==> src/sv/trm_pkg.sv <==
`timescale 1ns / 1ps
`default_nettype none
// ----------------------------------------------------------------------------
// trm_pkg
// Shared codes, widths and types of the tiny register machine execute block.
// ----------------------------------------------------------------------------
package trm_pkg;

  // Defaults of the top-level parameters
  localparam int unsigned NumRegsDef   = 10;
  localparam int unsigned DataWidthDef = 32;

  // Fixed field widths of the channels
  localparam int unsigned FuncW   = 4;
  localparam int unsigned FormW   = 2;
  localparam int unsigned RegIdxW = 4;
  localparam int unsigned ImmW    = 32;
  localparam int unsigned LineW   = 4;
  localparam int unsigned OutValW = 32;
  localparam int unsigned StatW   = 2;

  // Decoupling queue between front and back
  localparam int unsigned QueueDepth = 2;

  // Instruction function codes
  typedef enum logic [FuncW-1:0] {
    FUNC_ADD    = 4'd0,
    FUNC_SUB    = 4'd1,
    FUNC_MUL    = 4'd2,
    FUNC_DIV    = 4'd3,
    FUNC_MOVE   = 4'd4,
    FUNC_CMP    = 4'd5,
    FUNC_JUMP   = 4'd6,
    FUNC_BRANCH = 4'd7,
    FUNC_HALT   = 4'd8
  } func_e;

  // Operand forms
  typedef enum logic [FormW-1:0] {
    FORM_IMM_IMM = 2'd0,
    FORM_REG_REG = 2'd1,
    FORM_REG_IMM = 2'd2
  } form_e;

  // Result status codes
  typedef enum logic [StatW-1:0] {
    STAT_OK      = 2'd0,
    STAT_BAD_IDX = 2'd1,
    STAT_DIV0    = 2'd2,
    STAT_HALTED  = 2'd3
  } status_e;

  // Classified operation handed from front to back
  typedef enum logic [3:0] {
    OP_ADD    = 4'd0,
    OP_SUB    = 4'd1,
    OP_MUL    = 4'd2,
    OP_DIV    = 4'd3,
    OP_MOVE   = 4'd4,
    OP_CMP    = 4'd5,
    OP_JUMP   = 4'd6,
    OP_BRANCH = 4'd7,
    OP_HALT   = 4'd8,
    OP_NOP    = 4'd9,
    OP_BADIDX = 4'd10
  } op_e;

  // Queue entry: classified instruction
  typedef struct packed {
    op_e                op;
    logic               x_reg;   // first operand comes from register ra
    logic               y_reg;   // second operand comes from register rb
    logic [RegIdxW-1:0] ra;
    logic [RegIdxW-1:0] rb;
    logic [ImmW-1:0]    imm_a;
    logic [ImmW-1:0]    imm_b;
    logic [LineW-1:0]   line;
  } entry_t;

  // Result item as held in the output register
  typedef struct packed {
    logic                      wrote;
    logic [RegIdxW-1:0]        dest_index;
    logic signed [OutValW-1:0] dest_value;
    logic                      redirect;
    logic [LineW-1:0]          next_line;
    status_e                   status;
  } result_t;

  // Request to the shared multiply/divide unit
  typedef struct packed {
    logic start;
    logic is_div;
  } md_req_t;

endpackage
`default_nettype wire

==> src/sv/trm_in_if.sv <==
`timescale 1ns / 1ps
`default_nettype none
// ----------------------------------------------------------------------------
// trm_in_if
// Instruction channel: valid/ready handshake with the decoded instruction.
// ----------------------------------------------------------------------------
interface trm_in_if;
  import trm_pkg::*;

  logic               valid;
  logic               ready;
  logic [FuncW-1:0]   func;
  logic [FormW-1:0]   form;
  logic [RegIdxW-1:0] first_reg;
  logic [RegIdxW-1:0] second_reg;
  logic [ImmW-1:0]    imm_a;
  logic [ImmW-1:0]    imm_b;
  logic [LineW-1:0]   target_line;

  modport source (
    output valid, func, form, first_reg, second_reg, imm_a, imm_b, target_line,
    input  ready
  );

  modport sink (
    input  valid, func, form, first_reg, second_reg, imm_a, imm_b, target_line,
    output ready
  );

endinterface
`default_nettype wire

==> src/sv/trm_out_if.sv <==
`timescale 1ns / 1ps
`default_nettype none
// ----------------------------------------------------------------------------
// trm_out_if
// Result channel: valid/ready handshake with one execution result.
// ----------------------------------------------------------------------------
interface trm_out_if;
  import trm_pkg::*;

  logic                      valid;
  logic                      ready;
  logic                      wrote;
  logic [RegIdxW-1:0]        dest_index;
  logic signed [OutValW-1:0] dest_value;
  logic                      redirect;
  logic [LineW-1:0]          next_line;
  logic [StatW-1:0]          status;

  modport source (
    output valid, wrote, dest_index, dest_value, redirect, next_line, status,
    input  ready
  );

  modport sink (
    input  valid, wrote, dest_index, dest_value, redirect, next_line, status,
    output ready
  );

endinterface
`default_nettype wire

==> src/sv/trm_ram.sv <==
`timescale 1ns / 1ps
`default_nettype none
// ----------------------------------------------------------------------------
// trm_ram
// Generic RAM: one write port, two read ports with registered read data.
// ----------------------------------------------------------------------------
module trm_ram #(
  parameter  int unsigned WIDTH = 32,
  parameter  int unsigned DEPTH = 10,
  localparam int unsigned AddrW = $clog2(DEPTH)
) (
  input  wire logic             clk_i,
  input  wire logic             we_i,
  input  wire logic [AddrW-1:0] waddr_i,
  input  wire logic [WIDTH-1:0] wdata_i,
  input  wire logic [AddrW-1:0] raddr_a_i,
  input  wire logic [AddrW-1:0] raddr_b_i,
  output logic      [WIDTH-1:0] rdata_a_o,
  output logic      [WIDTH-1:0] rdata_b_o
);

  logic [WIDTH-1:0] mem [DEPTH];

  always_ff @(posedge clk_i) begin
    if (we_i) begin
      mem[waddr_i] <= wdata_i;
    end
    rdata_a_o <= mem[raddr_a_i];
    rdata_b_o <= mem[raddr_b_i];
  end

endmodule
`default_nettype wire

==> src/sv/trm_muldiv.sv <==
`timescale 1ns / 1ps
`default_nettype none
// ----------------------------------------------------------------------------
// trm_muldiv
// Iterative multiply (low half, shift-add) and signed truncating divide
// (restoring, on magnitudes). One bit per cycle.
// ----------------------------------------------------------------------------
module trm_muldiv #(
  parameter int unsigned DATA_WIDTH = 32
) (
  input  wire logic                  clk_i,
  input  wire logic                  rst_ni,
  input  wire trm_pkg::md_req_t      req_i,
  input  wire logic [DATA_WIDTH-1:0] a_i,
  input  wire logic [DATA_WIDTH-1:0] b_i,
  output logic                       busy_o,
  output logic [DATA_WIDTH-1:0]      result_o
);
  import trm_pkg::*;

  localparam int unsigned CntW = $clog2(DATA_WIDTH + 1);

  logic                  busy_q, busy_d;
  logic [CntW-1:0]       cnt_q, cnt_d;
  logic                  is_div_q, is_div_d;
  logic                  neg_q, neg_d;
  logic [DATA_WIDTH-1:0] opa_q, opa_d;   // multiplicand / dividend, then quotient
  logic [DATA_WIDTH-1:0] opb_q, opb_d;   // multiplier / divisor
  logic [DATA_WIDTH-1:0] acc_q, acc_d;   // product / partial remainder

  logic [DATA_WIDTH-1:0] mag_a, mag_b;
  logic [DATA_WIDTH:0]   rem_sh, diff;
  logic                  ge;

  // Magnitudes of signed operands
  assign mag_a = a_i[DATA_WIDTH-1] ? (~a_i + 1'b1) : a_i;
  assign mag_b = b_i[DATA_WIDTH-1] ? (~b_i + 1'b1) : b_i;

  // Restoring divide trial subtract
  assign rem_sh = {acc_q, opa_q[DATA_WIDTH-1]};
  assign diff   = rem_sh - {1'b0, opb_q};
  assign ge     = ~diff[DATA_WIDTH];

  always_comb begin
    busy_d   = busy_q;
    cnt_d    = cnt_q;
    is_div_d = is_div_q;
    neg_d    = neg_q;
    opa_d    = opa_q;
    opb_d    = opb_q;
    acc_d    = acc_q;
    if (req_i.start) begin
      busy_d   = 1'b1;
      cnt_d    = '0;
      is_div_d = req_i.is_div;
      neg_d    = a_i[DATA_WIDTH-1] ^ b_i[DATA_WIDTH-1];
      acc_d    = '0;
      opa_d    = req_i.is_div ? mag_a : a_i;
      opb_d    = req_i.is_div ? mag_b : b_i;
    end else if (busy_q) begin
      cnt_d = cnt_q + 1'b1;
      if (cnt_q == CntW'(DATA_WIDTH - 1)) begin
        busy_d = 1'b0;
      end
      if (is_div_q) begin
        acc_d = ge ? diff[DATA_WIDTH-1:0] : rem_sh[DATA_WIDTH-1:0];
        opa_d = {opa_q[DATA_WIDTH-2:0], ge};
      end else begin
        acc_d = opb_q[0] ? (acc_q + opa_q) : acc_q;
        opa_d = {opa_q[DATA_WIDTH-2:0], 1'b0};
        opb_d = {1'b0, opb_q[DATA_WIDTH-1:1]};
      end
    end
  end

  // Control state
  always_ff @(posedge clk_i or negedge rst_ni) begin
    if (!rst_ni) begin
      busy_q <= 1'b0;
      cnt_q  <= '0;
    end else begin
      busy_q <= busy_d;
      cnt_q  <= cnt_d;
    end
  end

  // Datapath
  always_ff @(posedge clk_i) begin
    is_div_q <= is_div_d;
    neg_q    <= neg_d;
    opa_q    <= opa_d;
    opb_q    <= opb_d;
    acc_q    <= acc_d;
  end

  assign busy_o   = busy_q;
  assign result_o = !is_div_q ? acc_q : (neg_q ? (~opa_q + 1'b1) : opa_q);

endmodule
`default_nettype wire

==> src/sv/trm_front.sv <==
`timescale 1ns / 1ps
`default_nettype none
// ----------------------------------------------------------------------------
// trm_front
// Accepts instructions, checks register indexes and classifies each into an
// operation with its operand sources, then pushes it into the queue.
// ----------------------------------------------------------------------------
module trm_front #(
  parameter int unsigned NUM_REGS = trm_pkg::NumRegsDef
) (
  trm_in_if.sink           in_i,
  input  wire logic        q_full_i,
  output logic             q_push_o,
  output trm_pkg::entry_t  q_entry_o
);
  import trm_pkg::*;

  logic ra_ok, rb_ok, bad;
  op_e  op, arith_op;
  logic x_reg, y_reg;

  assign ra_ok = {1'b0, in_i.first_reg}  < (RegIdxW + 1)'(NUM_REGS);
  assign rb_ok = {1'b0, in_i.second_reg} < (RegIdxW + 1)'(NUM_REGS);

  // Arithmetic function to operation
  always_comb begin
    unique case (in_i.func)
      FUNC_ADD: arith_op = OP_ADD;
      FUNC_SUB: arith_op = OP_SUB;
      FUNC_MUL: arith_op = OP_MUL;
      default:  arith_op = OP_DIV;
    endcase
  end

  // Classification
  always_comb begin
    op    = OP_NOP;
    x_reg = 1'b0;
    y_reg = 1'b0;
    bad   = 1'b0;
    unique case (in_i.func) inside
      FUNC_ADD, FUNC_SUB, FUNC_MUL, FUNC_DIV: begin
        unique case (in_i.form)
          FORM_IMM_IMM: op = arith_op;
          FORM_REG_REG: begin
            op    = arith_op;
            x_reg = 1'b1;
            y_reg = 1'b1;
            bad   = !ra_ok || !rb_ok;
          end
          FORM_REG_IMM: begin
            op    = arith_op;
            x_reg = 1'b1;
            bad   = !ra_ok;
          end
          default: op = OP_NOP;
        endcase
      end
      FUNC_MOVE: begin
        unique case (in_i.form)
          FORM_REG_REG: begin
            op    = OP_MOVE;
            y_reg = 1'b1;
            bad   = !ra_ok || !rb_ok;
          end
          FORM_REG_IMM: begin
            op  = OP_MOVE;
            bad = !ra_ok;
          end
          default: op = OP_NOP;
        endcase
      end
      FUNC_CMP: begin
        op    = OP_CMP;
        x_reg = 1'b1;
        y_reg = 1'b1;
        bad   = !ra_ok || !rb_ok;
      end
      FUNC_JUMP:   op = OP_JUMP;
      FUNC_BRANCH: begin
        op    = OP_BRANCH;
        x_reg = 1'b1;
      end
      FUNC_HALT:   op = OP_HALT;
      default:     op = OP_NOP;
    endcase
  end

  // Queue push; branch reads register 0 through the first read port
  always_comb begin
    q_entry_o.op    = bad ? OP_BADIDX : op;
    q_entry_o.x_reg = x_reg;
    q_entry_o.y_reg = y_reg;
    q_entry_o.ra    = (op == OP_BRANCH) ? '0 : in_i.first_reg;
    q_entry_o.rb    = in_i.second_reg;
    q_entry_o.imm_a = in_i.imm_a;
    q_entry_o.imm_b = in_i.imm_b;
    q_entry_o.line  = in_i.target_line;
  end

  assign in_i.ready = !q_full_i;
  assign q_push_o   = in_i.valid && !q_full_i;

endmodule
`default_nettype wire

==> src/sv/trm_queue.sv <==
`timescale 1ns / 1ps
`default_nettype none
// ----------------------------------------------------------------------------
// trm_queue
// Short FIFO of classified instructions between front and back.
// ----------------------------------------------------------------------------
module trm_queue (
  input  wire logic            clk_i,
  input  wire logic            rst_ni,
  input  wire logic            push_i,
  input  wire trm_pkg::entry_t entry_i,
  output logic                 full_o,
  input  wire logic            pop_i,
  output logic                 empty_o,
  output trm_pkg::entry_t      head_o
);
  import trm_pkg::*;

  localparam int unsigned PtrW = (QueueDepth > 1) ? $clog2(QueueDepth) : 1;
  localparam int unsigned CntW = $clog2(QueueDepth + 1);

  entry_t          mem_q [QueueDepth];
  logic [PtrW-1:0] wptr_q, rptr_q;
  logic [CntW-1:0] cnt_q;
  logic            do_push, do_pop;

  assign full_o  = (cnt_q == CntW'(QueueDepth));
  assign empty_o = (cnt_q == '0);
  assign do_push = push_i && !full_o;
  assign do_pop  = pop_i && !empty_o;
  assign head_o  = mem_q[rptr_q];

  // Pointers and fill count
  always_ff @(posedge clk_i or negedge rst_ni) begin
    if (!rst_ni) begin
      wptr_q <= '0;
      rptr_q <= '0;
      cnt_q  <= '0;
    end else begin
      if (do_push) begin
        wptr_q <= (wptr_q == PtrW'(QueueDepth - 1)) ? '0 : wptr_q + 1'b1;
      end
      if (do_pop) begin
        rptr_q <= (rptr_q == PtrW'(QueueDepth - 1)) ? '0 : rptr_q + 1'b1;
      end
      if (do_push && !do_pop) begin
        cnt_q <= cnt_q + 1'b1;
      end else if (do_pop && !do_push) begin
        cnt_q <= cnt_q - 1'b1;
      end
    end
  end

  // Entry storage
  always_ff @(posedge clk_i) begin
    if (do_push) begin
      mem_q[wptr_q] <= entry_i;
    end
  end

endmodule
`default_nettype wire

==> src/sv/trm_back.sv <==
`timescale 1ns / 1ps
`default_nettype none
// ----------------------------------------------------------------------------
// trm_back
// Executes classified instructions in order: register file reads, ALU or
// the iterative multiply/divide unit, register write back and the result
// output register.
// ----------------------------------------------------------------------------
module trm_back #(
  parameter int unsigned NUM_REGS   = trm_pkg::NumRegsDef,
  parameter int unsigned DATA_WIDTH = trm_pkg::DataWidthDef
) (
  input  wire logic            clk_i,
  input  wire logic            rst_ni,
  input  wire logic            q_empty_i,
  input  wire trm_pkg::entry_t q_head_i,
  output logic                 q_pop_o,
  trm_out_if.source            out_o
);
  import trm_pkg::*;

  localparam int unsigned AddrW = $clog2(NUM_REGS);
  localparam int unsigned ImmEW = (DATA_WIDTH > ImmW) ? DATA_WIDTH : ImmW;
  localparam int unsigned OutEW = (DATA_WIDTH > OutValW) ? DATA_WIDTH : OutValW;

  typedef enum logic [2:0] {
    S_IDLE   = 3'b001,
    S_READ   = 3'b010,
    S_MULDIV = 3'b100
  } state_e;

  state_e                state_q, state_d;
  entry_t                cur_q, cur_d;
  logic                  halted_q, halted_d;
  logic [NUM_REGS-1:0]   valid_q;
  logic                  rva_q, rvb_q;
  logic                  out_valid_q, out_valid_d;
  result_t               res_q, res_d;

  logic [RegIdxW-1:0]    raddr_a, raddr_b;
  logic [DATA_WIDTH-1:0] rdata_a, rdata_b;
  logic [ImmEW-1:0]      imm_a_ext, imm_b_ext;
  logic [DATA_WIDTH-1:0] x, y;

  result_t               rd_res, fin_res;
  logic [DATA_WIDTH-1:0] rd_val, fin_val;
  logic [OutEW-1:0]      fin_val_ext;
  logic                  need_md, slot_free, fin, fin_md;
  md_req_t               md_req;
  logic                  md_busy;
  logic [DATA_WIDTH-1:0] md_result;
  logic                  we;

  // Register file reads: queue head while idle, current item otherwise
  assign raddr_a = (state_q == S_IDLE) ? q_head_i.ra : cur_q.ra;
  assign raddr_b = (state_q == S_IDLE) ? q_head_i.rb : cur_q.rb;

  trm_ram #(
    .WIDTH (DATA_WIDTH),
    .DEPTH (NUM_REGS)
  ) u_regfile (
    .clk_i     (clk_i),
    .we_i      (we),
    .waddr_i   (fin_res.dest_index[AddrW-1:0]),
    .wdata_i   (fin_val),
    .raddr_a_i (raddr_a[AddrW-1:0]),
    .raddr_b_i (raddr_b[AddrW-1:0]),
    .rdata_a_o (rdata_a),
    .rdata_b_o (rdata_b)
  );

  // Operands; a register never written reads as zero
  assign imm_a_ext = ImmEW'(cur_q.imm_a);
  assign imm_b_ext = ImmEW'(cur_q.imm_b);
  assign x = cur_q.x_reg ? (rva_q ? rdata_a : '0) : imm_a_ext[DATA_WIDTH-1:0];
  assign y = cur_q.y_reg ? (rvb_q ? rdata_b : '0) : imm_b_ext[DATA_WIDTH-1:0];

  assign need_md   = !halted_q &&
                     ((cur_q.op == OP_MUL) || ((cur_q.op == OP_DIV) && (y != '0)));
  assign slot_free = !out_valid_q || out_o.ready;

  trm_muldiv #(
    .DATA_WIDTH (DATA_WIDTH)
  ) u_muldiv (
    .clk_i    (clk_i),
    .rst_ni   (rst_ni),
    .req_i    (md_req),
    .a_i      (x),
    .b_i      (y),
    .busy_o   (md_busy),
    .result_o (md_result)
  );

  // Combinational execution result; multiply and non-zero divide use the unit's result instead
  always_comb begin
    rd_res        = '0;
    rd_res.status = STAT_OK;
    rd_val        = '0;
    if (halted_q) begin
      rd_res.status = STAT_HALTED;
    end else begin
      unique case (cur_q.op)
        OP_ADD: begin
          rd_res.wrote = 1'b1;
          rd_val       = x + y;
        end
        OP_SUB: begin
          rd_res.wrote = 1'b1;
          rd_val       = x - y;
        end
        OP_DIV:    rd_res.status = STAT_DIV0;  // only reached with zero divisor
        OP_MOVE: begin
          rd_res.wrote      = 1'b1;
          rd_res.dest_index = cur_q.ra;
          rd_val            = y;
        end
        OP_CMP: begin
          rd_res.wrote = 1'b1;
          if (x == y) begin
            rd_val = '0;
          end else if ($signed(x) > $signed(y)) begin
            rd_val = DATA_WIDTH'(1);
          end else begin
            rd_val = '1;
          end
        end
        OP_JUMP: begin
          rd_res.redirect  = 1'b1;
          rd_res.next_line = cur_q.line;
        end
        OP_BRANCH: begin
          if (x == '0) begin
            rd_res.redirect  = 1'b1;
            rd_res.next_line = cur_q.line;
          end
        end
        OP_HALT:   rd_res.status = STAT_HALTED;
        OP_BADIDX: rd_res.status = STAT_BAD_IDX;
        default:   rd_res.status = STAT_OK;    // no-op, multiply goes to the unit
      endcase
    end
  end

  // Sequencer
  always_comb begin
    state_d = state_q;
    cur_d   = cur_q;
    q_pop_o = 1'b0;
    md_req  = '0;
    fin     = 1'b0;
    fin_md  = 1'b0;
    unique case (state_q)
      S_IDLE: begin
        if (!q_empty_i) begin
          q_pop_o = 1'b1;
          cur_d   = q_head_i;
          state_d = S_READ;
        end
      end
      S_READ: begin
        if (need_md) begin
          md_req.start  = 1'b1;
          md_req.is_div = (cur_q.op == OP_DIV);
          state_d       = S_MULDIV;
        end else if (slot_free) begin
          fin     = 1'b1;
          state_d = S_IDLE;
        end
      end
      S_MULDIV: begin
        if (!md_busy && slot_free) begin
          fin     = 1'b1;
          fin_md  = 1'b1;
          state_d = S_IDLE;
        end
      end
      default: state_d = S_IDLE;
    endcase
  end

  // Final result and write back
  always_comb begin
    fin_res = rd_res;
    fin_val = rd_val;
    if (fin_md) begin
      fin_res        = '0;
      fin_res.status = STAT_OK;
      fin_res.wrote  = 1'b1;
      fin_val        = md_result;
    end
    fin_val_ext        = OutEW'(fin_val);
    fin_res.dest_value = fin_val_ext[OutValW-1:0];
  end

  assign we          = fin && fin_res.wrote;
  assign halted_d    = halted_q || (fin && !fin_md && (cur_q.op == OP_HALT));
  assign out_valid_d = fin ? 1'b1 : (out_o.ready ? 1'b0 : out_valid_q);
  assign res_d       = fin ? fin_res : res_q;

  // Control state
  always_ff @(posedge clk_i or negedge rst_ni) begin
    if (!rst_ni) begin
      state_q     <= S_IDLE;
      halted_q    <= 1'b0;
      valid_q     <= '0;
      rva_q       <= 1'b0;
      rvb_q       <= 1'b0;
      out_valid_q <= 1'b0;
    end else begin
      state_q     <= state_d;
      halted_q    <= halted_d;
      out_valid_q <= out_valid_d;
      if (we) begin
        valid_q[fin_res.dest_index[AddrW-1:0]] <= 1'b1;
      end
      rva_q <= ({1'b0, raddr_a} < (RegIdxW + 1)'(NUM_REGS)) ?
               valid_q[raddr_a[AddrW-1:0]] : 1'b0;
      rvb_q <= ({1'b0, raddr_b} < (RegIdxW + 1)'(NUM_REGS)) ?
               valid_q[raddr_b[AddrW-1:0]] : 1'b0;
    end
  end

  // Payload
  always_ff @(posedge clk_i) begin
    cur_q <= cur_d;
    res_q <= res_d;
  end

  assign out_o.valid      = out_valid_q;
  assign out_o.wrote      = res_q.wrote;
  assign out_o.dest_index = res_q.dest_index;
  assign out_o.dest_value = res_q.dest_value;
  assign out_o.redirect   = res_q.redirect;
  assign out_o.next_line  = res_q.next_line;
  assign out_o.status     = res_q.status;

endmodule
`default_nettype wire

==> src/sv/tiny_register_machine_execute.sv <==
// Execute stage of a tiny register machine. Each transfer on in_i is one
// decoded instruction run against NUM_REGS signed DATA_WIDTH-bit registers
// (all zero after reset); each instruction gives exactly one transfer on
// out_o, in order. The front classifies instructions into a two-entry queue,
// so in_i keeps accepting while the back works or a result waits, until the
// queue is full. The back takes one instruction at a time: S_IDLE pops it,
// S_READ reads its registers and, once the result register is free, writes
// the result; multiply and non-zero divide first run in S_MULDIV, a
// one-bit-per-cycle shift-add / restoring unit that sets the sustained rate
// for multiply/divide streams. After a halt every instruction reports halted.
`timescale 1ns / 1ps
`default_nettype none
// ----------------------------------------------------------------------------
// tiny_register_machine_execute
// Top level: front classifier, decoupling queue and execution back end.
// ----------------------------------------------------------------------------
module tiny_register_machine_execute #(
  parameter int unsigned NUM_REGS   = trm_pkg::NumRegsDef,
  parameter int unsigned DATA_WIDTH = trm_pkg::DataWidthDef
) (
  input  wire logic clk_i,
  input  wire logic rst_ni,
  trm_in_if.sink    in_i,
  trm_out_if.source out_o
);
  import trm_pkg::*;

  logic   q_push, q_full, q_pop, q_empty;
  entry_t q_entry, q_head;

  trm_front #(
    .NUM_REGS (NUM_REGS)
  ) u_front (
    .in_i      (in_i),
    .q_full_i  (q_full),
    .q_push_o  (q_push),
    .q_entry_o (q_entry)
  );

  trm_queue u_queue (
    .clk_i   (clk_i),
    .rst_ni  (rst_ni),
    .push_i  (q_push),
    .entry_i (q_entry),
    .full_o  (q_full),
    .pop_i   (q_pop),
    .empty_o (q_empty),
    .head_o  (q_head)
  );

  trm_back #(
    .NUM_REGS   (NUM_REGS),
    .DATA_WIDTH (DATA_WIDTH)
  ) u_back (
    .clk_i     (clk_i),
    .rst_ni    (rst_ni),
    .q_empty_i (q_empty),
    .q_head_i  (q_head),
    .q_pop_o   (q_pop),
    .out_o     (out_o)
  );

endmodule
`default_nettype wire

==> src/flat_wrapper.sv <==
// flat-port wrapper written by rule: the top's interface ports become plain ports
module tiny_register_machine_execute_flat import trm_pkg::*;
#(
  parameter int unsigned NUM_REGS   = trm_pkg::NumRegsDef,
  parameter int unsigned DATA_WIDTH = trm_pkg::DataWidthDef
)
  (clk_i, rst_ni, in_i_valid, in_i_func, in_i_form, in_i_first_reg, in_i_second_reg, in_i_imm_a, in_i_imm_b, in_i_target_line, in_i_ready, out_o_valid, out_o_wrote, out_o_dest_index, out_o_dest_value, out_o_redirect, out_o_next_line, out_o_status, out_o_ready);
  trm_in_if in_i_i ();
  trm_out_if out_o_i ();
  input  wire logic clk_i;
  input  wire logic rst_ni;
  input wire logic [$bits(in_i_i.valid)-1:0] in_i_valid;
  input wire logic [$bits(in_i_i.func)-1:0] in_i_func;
  input wire logic [$bits(in_i_i.form)-1:0] in_i_form;
  input wire logic [$bits(in_i_i.first_reg)-1:0] in_i_first_reg;
  input wire logic [$bits(in_i_i.second_reg)-1:0] in_i_second_reg;
  input wire logic [$bits(in_i_i.imm_a)-1:0] in_i_imm_a;
  input wire logic [$bits(in_i_i.imm_b)-1:0] in_i_imm_b;
  input wire logic [$bits(in_i_i.target_line)-1:0] in_i_target_line;
  output wire logic [$bits(in_i_i.ready)-1:0] in_i_ready;
  output wire logic [$bits(out_o_i.valid)-1:0] out_o_valid;
  output wire logic [$bits(out_o_i.wrote)-1:0] out_o_wrote;
  output wire logic [$bits(out_o_i.dest_index)-1:0] out_o_dest_index;
  output wire logic [$bits(out_o_i.dest_value)-1:0] out_o_dest_value;
  output wire logic [$bits(out_o_i.redirect)-1:0] out_o_redirect;
  output wire logic [$bits(out_o_i.next_line)-1:0] out_o_next_line;
  output wire logic [$bits(out_o_i.status)-1:0] out_o_status;
  input wire logic [$bits(out_o_i.ready)-1:0] out_o_ready;
  assign in_i_i.valid = in_i_valid;
  assign in_i_i.func = in_i_func;
  assign in_i_i.form = in_i_form;
  assign in_i_i.first_reg = in_i_first_reg;
  assign in_i_i.second_reg = in_i_second_reg;
  assign in_i_i.imm_a = in_i_imm_a;
  assign in_i_i.imm_b = in_i_imm_b;
  assign in_i_i.target_line = in_i_target_line;
  assign in_i_ready = in_i_i.ready;
  assign out_o_valid = out_o_i.valid;
  assign out_o_wrote = out_o_i.wrote;
  assign out_o_dest_index = out_o_i.dest_index;
  assign out_o_dest_value = out_o_i.dest_value;
  assign out_o_redirect = out_o_i.redirect;
  assign out_o_next_line = out_o_i.next_line;
  assign out_o_status = out_o_i.status;
  assign out_o_i.ready = out_o_ready;
  tiny_register_machine_execute #(.NUM_REGS(NUM_REGS), .DATA_WIDTH(DATA_WIDTH)) u_core (.clk_i(clk_i), .rst_ni(rst_ni), .in_i(in_i_i), .out_o(out_o_i));
endmodule
==> config.mk <==
export PLATFORM = sky130hd
export DESIGN_NAME = tiny_register_machine_execute_flat
export DESIGN_NICKNAME = d
export VERILOG_FILES = /design/src/sv/trm_pkg.sv /design/src/sv/trm_in_if.sv /design/src/sv/trm_out_if.sv /design/src/sv/trm_ram.sv /design/src/sv/trm_muldiv.sv /design/src/sv/trm_front.sv /design/src/sv/trm_queue.sv /design/src/sv/trm_back.sv /design/src/sv/tiny_register_machine_execute.sv /design/src/flat_wrapper.sv
export SDC_FILE = /design/constraint.sdc
export NUM_CORES = 2
export LEC_CHECK = 0
export BUFFER_PORTS_ARGS = -buffer_cell sky130_fd_sc_hd__buf_2
export CAP_MARGIN = 15
export CORE_UTILIZATION = 50
export DETAILED_ROUTE_END_ITERATION = 12
export GPL_TIMING_DRIVEN = 0
export PLACE_DENSITY = 0.72
export SYNTH_ARGS = -nofsm -noshare
export SYNTH_HDL_FRONTEND = slang
export SYNTH_SLANG_ARGS = --single-unit
==> constraint.sdc <==
create_clock -name clk_i -period 7.1 [get_ports clk_i]
set_input_delay 1.42 -clock clk_i [delete_from_list [all_inputs] [get_ports clk_i]]
set_output_delay 1.42 -clock clk_i [all_outputs]
set_load 0.01 [all_outputs]
==> flow_summary.yaml <==
power:
  power.density_mw_per_mm2: 558
  p_total_mw: 27.0
  ir_drop_mv: 0.455
  p_leak_nw: 17.6
clock_network:
  post_cts_buffers: 0
  clkLatencyLatePin_ns: 0.69
  clkTransAtPathRegs_ns: 0.06
  cts.htree.levels: 3
  numCtsBuffers: 84
  cts_tree: "yes"
  clkSinkCount: 800
  clock-root-buffer: "clkbuf_16"
  cts_buffer_depth: 3
critical_path:
  worstPathArrival_ns: 7.33
  crit_fanout: 11
  start_kind: "register"
  cp.required_ns: 7.38
  crit_top_cell: "buf_2"
  crit_slowest_cell: "o22ai_1"
  path_class: "register to register"
  reg2reg_slack_ns: 0.06
  crit_start: "u_core.u_back.cur_q[77]"
  crit_path_end_kind: "register"
  reg2reg_depth: 19
  crit_cells: 19
  critPathCapture: "u_core.u_back.out_o.dest_value[5]"
  critPathBufInv: 8
  crit_family: "buffers and inverters"
  crit_chain: "buf_2 > and2_1 > buf_2 > clkbuf_1 > clkbuf_1 > a22oi_1 > inv_1 > ha_1 > clkbuf_1 > a21o_1 > a2111oi_2 > o21ai_0 > nand3_2 > or4_1 > and3_1 > buf_2 > buf_2 > a221oi_1 > o22ai_1"
  cp_slowest_stage_delay_ns: 1.06
  r2r_end: "u_core.u_back.out_o.dest_value[5]"
  rr_startpoint: "u_core.u_back.cur_q[77]"
timing:
  slew_violations: 0
  holdWs_ns: 0.508
  fin_skew_ns: 0.0678
  min_period_ns: 7.04
  final-setup-viol-count: 0
  setup_slack_ns: 0.0561
  fin_setup_tns_ns: 0
  max_freq_ghz: 0.142
  slew_headroom_pct: 9.74
  hold_violations: 0
  fin_crit_sh_pct: 99.2
  tightest_slew_ns: 1.35
  rsz0062_at_grt: "no"
global_routing:
  overflow: 0
  grt_pass1_wl_mm: 212
  grt_max_degree: 61
  grt_pass1_vias: 31300
  grtUsageTotal_pct: 34.0
  antenna_found_initial: 2
synth:
  syn-num-nets: 3781
  synth_seq_cells: 800
  synth_cells: 3557
  yosys.area.top_type_share_pct: 47.5
  yosys-top-cells-area: "edfxtp_1, mux4_2, dfxtp_1, ha_1, nand2_1"
  synth.avg_cell_area_um2: 12.0
  ys_async_sr_fraction_pct: 3.50
  ys.flop_type: "edfxtp_1"
  yosys_warnings: 0
  synth_area_leader_cell: "edfxtp_1"
  synth-edff-count: 676
  synth_seq_area_share_pct: 53.7
  synthesis.area_mm2: 0.0427
  synth_cell_types: 110
die:
  ioPinCount: 132
  die_area_mm2: 0.0866
  initial_core_util_pct: 50.8
  coreArea_mm2: 0.0841
  dieWidth_um: 294
  fp.dieH_um: 294
  rows: 106
routing:
  via_per_inst: 6.59
  vias: 33000
  ant_nets: 0
  drt_iter0_markers: 4637
  drt-pass1-iter-count: 8
  wl_per_cell_um: 29.5
  drcViolationCount: 0
  routed_wl_mm: 148
placed_design:
  preCtsSetupSlack_ns: -0.199
  post_dp_cell_area_mm2: 0.0455
  gp_congestion: 1.05
  hpwl_mm: 112
  placement.io_buffers: 131
finish:
  antenna_cells: 0
  layout-drive-gt1-share_pct: 17.2
  area_growth_pct: 13.1
  fin_area_mm2: 0.0483
  fin_nets: 4034
  fillCellCount: 6961
  multiInputGateArea_mm2: 0.0184
  register_area_mm2: 0.0229
run_status:
  status: "finished, final reports clean"
flow_run:
  drv_cap: 0
hold_path:
  hold_class: "register to register"
[synth_stat cells (27+ instances only)]
cell / count
a211oi_1: 99
a21o_1: 36
a21oi_1: 203
a31oi_1: 86
buf_2: 39
clkbuf_1: 135
dfrtp_1: 27
dfxtp_1: 96
edfxtp_1: 676
ha_1: 134
inv_1: 153
mux2_2: 91
mux4_2: 132
nand2_1: 329
nand2b_1: 27
nand3_1: 36
nor2_1: 175
nor2b_1: 84
nor3_1: 62
o211ai_1: 36
o21ai_0: 171
o21ai_1: 32
o22ai_1: 35
o31ai_1: 29
xnor2_1: 98
xor2_1: 68
[worst min-delay path by stage]
stage	slack, ns	depth (start not counted)	startpoint	end
2_1_floorplan	0.45	1	u_core.u_back.valid_q[1]	u_core.u_back.valid_q[1]
3_3_place_gp	0.46	1	u_core.u_back.valid_q[0]	u_core.u_back.valid_q[0]
3_5_place_dp	0.48	1	u_core.u_back.valid_q[7]	u_core.u_back.valid_q[7]
4_1_cts	0.49	1	u_core.u_back.valid_q[7]	u_core.u_back.valid_q[7]
5_1_grt	0.53	1	u_core.u_back.valid_q[4]	u_core.u_back.valid_q[4]
6_report	0.51	1	u_core.u_back.valid_q[7]	u_core.u_back.valid_q[7]
[layout by cell type (no fill, tap or decap), drive strengths merged, types with 26 or more instances in the layout]
cell / instances
inv: 160
o31ai: 32
a22o: 28
a22oi: 35
dfrtp: 27
xor2: 68
clkbuf: 248
ha: 134
xnor2: 98
a211oi: 99
o21bai: 26
clkinv: 31
nor2b: 84
edfxtp: 676
dfxtp: 96
o21ai: 203
a31oi: 86
nor2: 176
o211ai: 36
a21o: 36
nand2: 329
nor3: 72
a21oi: 208
buf: 233
mux4: 132
nand2b: 27
o22ai: 35
nand3: 42
mux2: 91
[power by group]
group | internal, mW | switching [mW] | leakage (nW)
Sequential | 6.50 | 1.07 | 7.42
Clock | 2.45 | 1.92 | 1.32
Combinational | 5.33 | 9.69 | 8.90
Total | 14.3 | 12.7 | 17.6
[worst register-to-register path, cell delays in order (launching register included)]
cell and delay (ns):
edfxtp_1 0.39, buf_2 0.24, and2_1 0.20, buf_2 0.30, clkbuf_1 0.55, clkbuf_1 0.54
a22oi_1 0.24, inv_1 0.34, ha_1 0.30, clkbuf_1 0.23, a21o_1 0.28, a2111oi_2 0.43
o21ai_0 0.28, nand3_2 0.28, or4_1 0.15, and3_1 0.14, buf_2 0.22, buf_2 0.35
a221oi_1 0.15, o22ai_1 1.06
[metrics by stage]
step | std cells | utilization (%)
global placement | 4822 | 53.2
CTS | 5013 | 57.4
global route | 5012 | 57.4
finish | 5012 | 57.4
detailed placement | 4859 | 54.1
floorplan | 3557 | -
[sequential cells by signal, summed over array words and instances, names as in the netlist, 32 cells and up]
name and cells:
u_core.u_back.imm_b_ext 32, u_core.u_back.u_muldiv.opb_q 32, u_core.u_back.out_o.dest_value 32, u_core.u_back.u_muldiv.opa_q 32
u_core.u_back.imm_a_ext 32, u_core.u_back.u_regfile.rdata_a_o 32, u_core.u_back.u_muldiv.acc_q 32, u_core.u_queue.mem_q 164
u_core.u_back.u_regfile.rdata_b_o 32, u_core.u_back.u_regfile.mem 320
[cell type report]
cell class,count,area share (%)
Clock buffer,112,4.67
Timing Repair Buffer,168,2.70
Inverter,157,1.23
Sequential cell,800,47.5
Buffer,201,1.83
Multi-Input combinational cell,2398,38.2
Clock inverter,42,0.987
Tap cell,1134,2.94
[logic make-up (layout without fill, tap and decap cells)]
group                      after synthesis  in the layout  share of synthesized area, %
xor gates and xnor gates               166            166                          3.41
AOI/OAI and AO/OA                      967            967                          15.3
buffers and inverters                  359            680                          3.46
muxes                                  246            246                          9.90
and+or+nand+nor                        881            881                          10.1
adders and majority gates              138            138                          4.11
DFF                                    800            800                          53.7
[layer usage]
| layer | vias up | GRT usage, % | share of wire (%) |
|---|---|---|---|
| met1 | 16300 | 47.3 | 40 |
| met3 | 414 | 6.69 | 11 |
| met5 | - | 0 | 0.0054 |
| met4 | 2 | 16.6 | 5.8 |
| li1 | 14100 | - | - |
| met2 | 2249 | 50.9 | 44 |
[timing repair]
action,CTS,global route
gates resized for setup,2,7
setup endpoints to repair,18,166
hold buffers,0,0
pin swaps,0,0
Power figures use the tool's default switching activity.
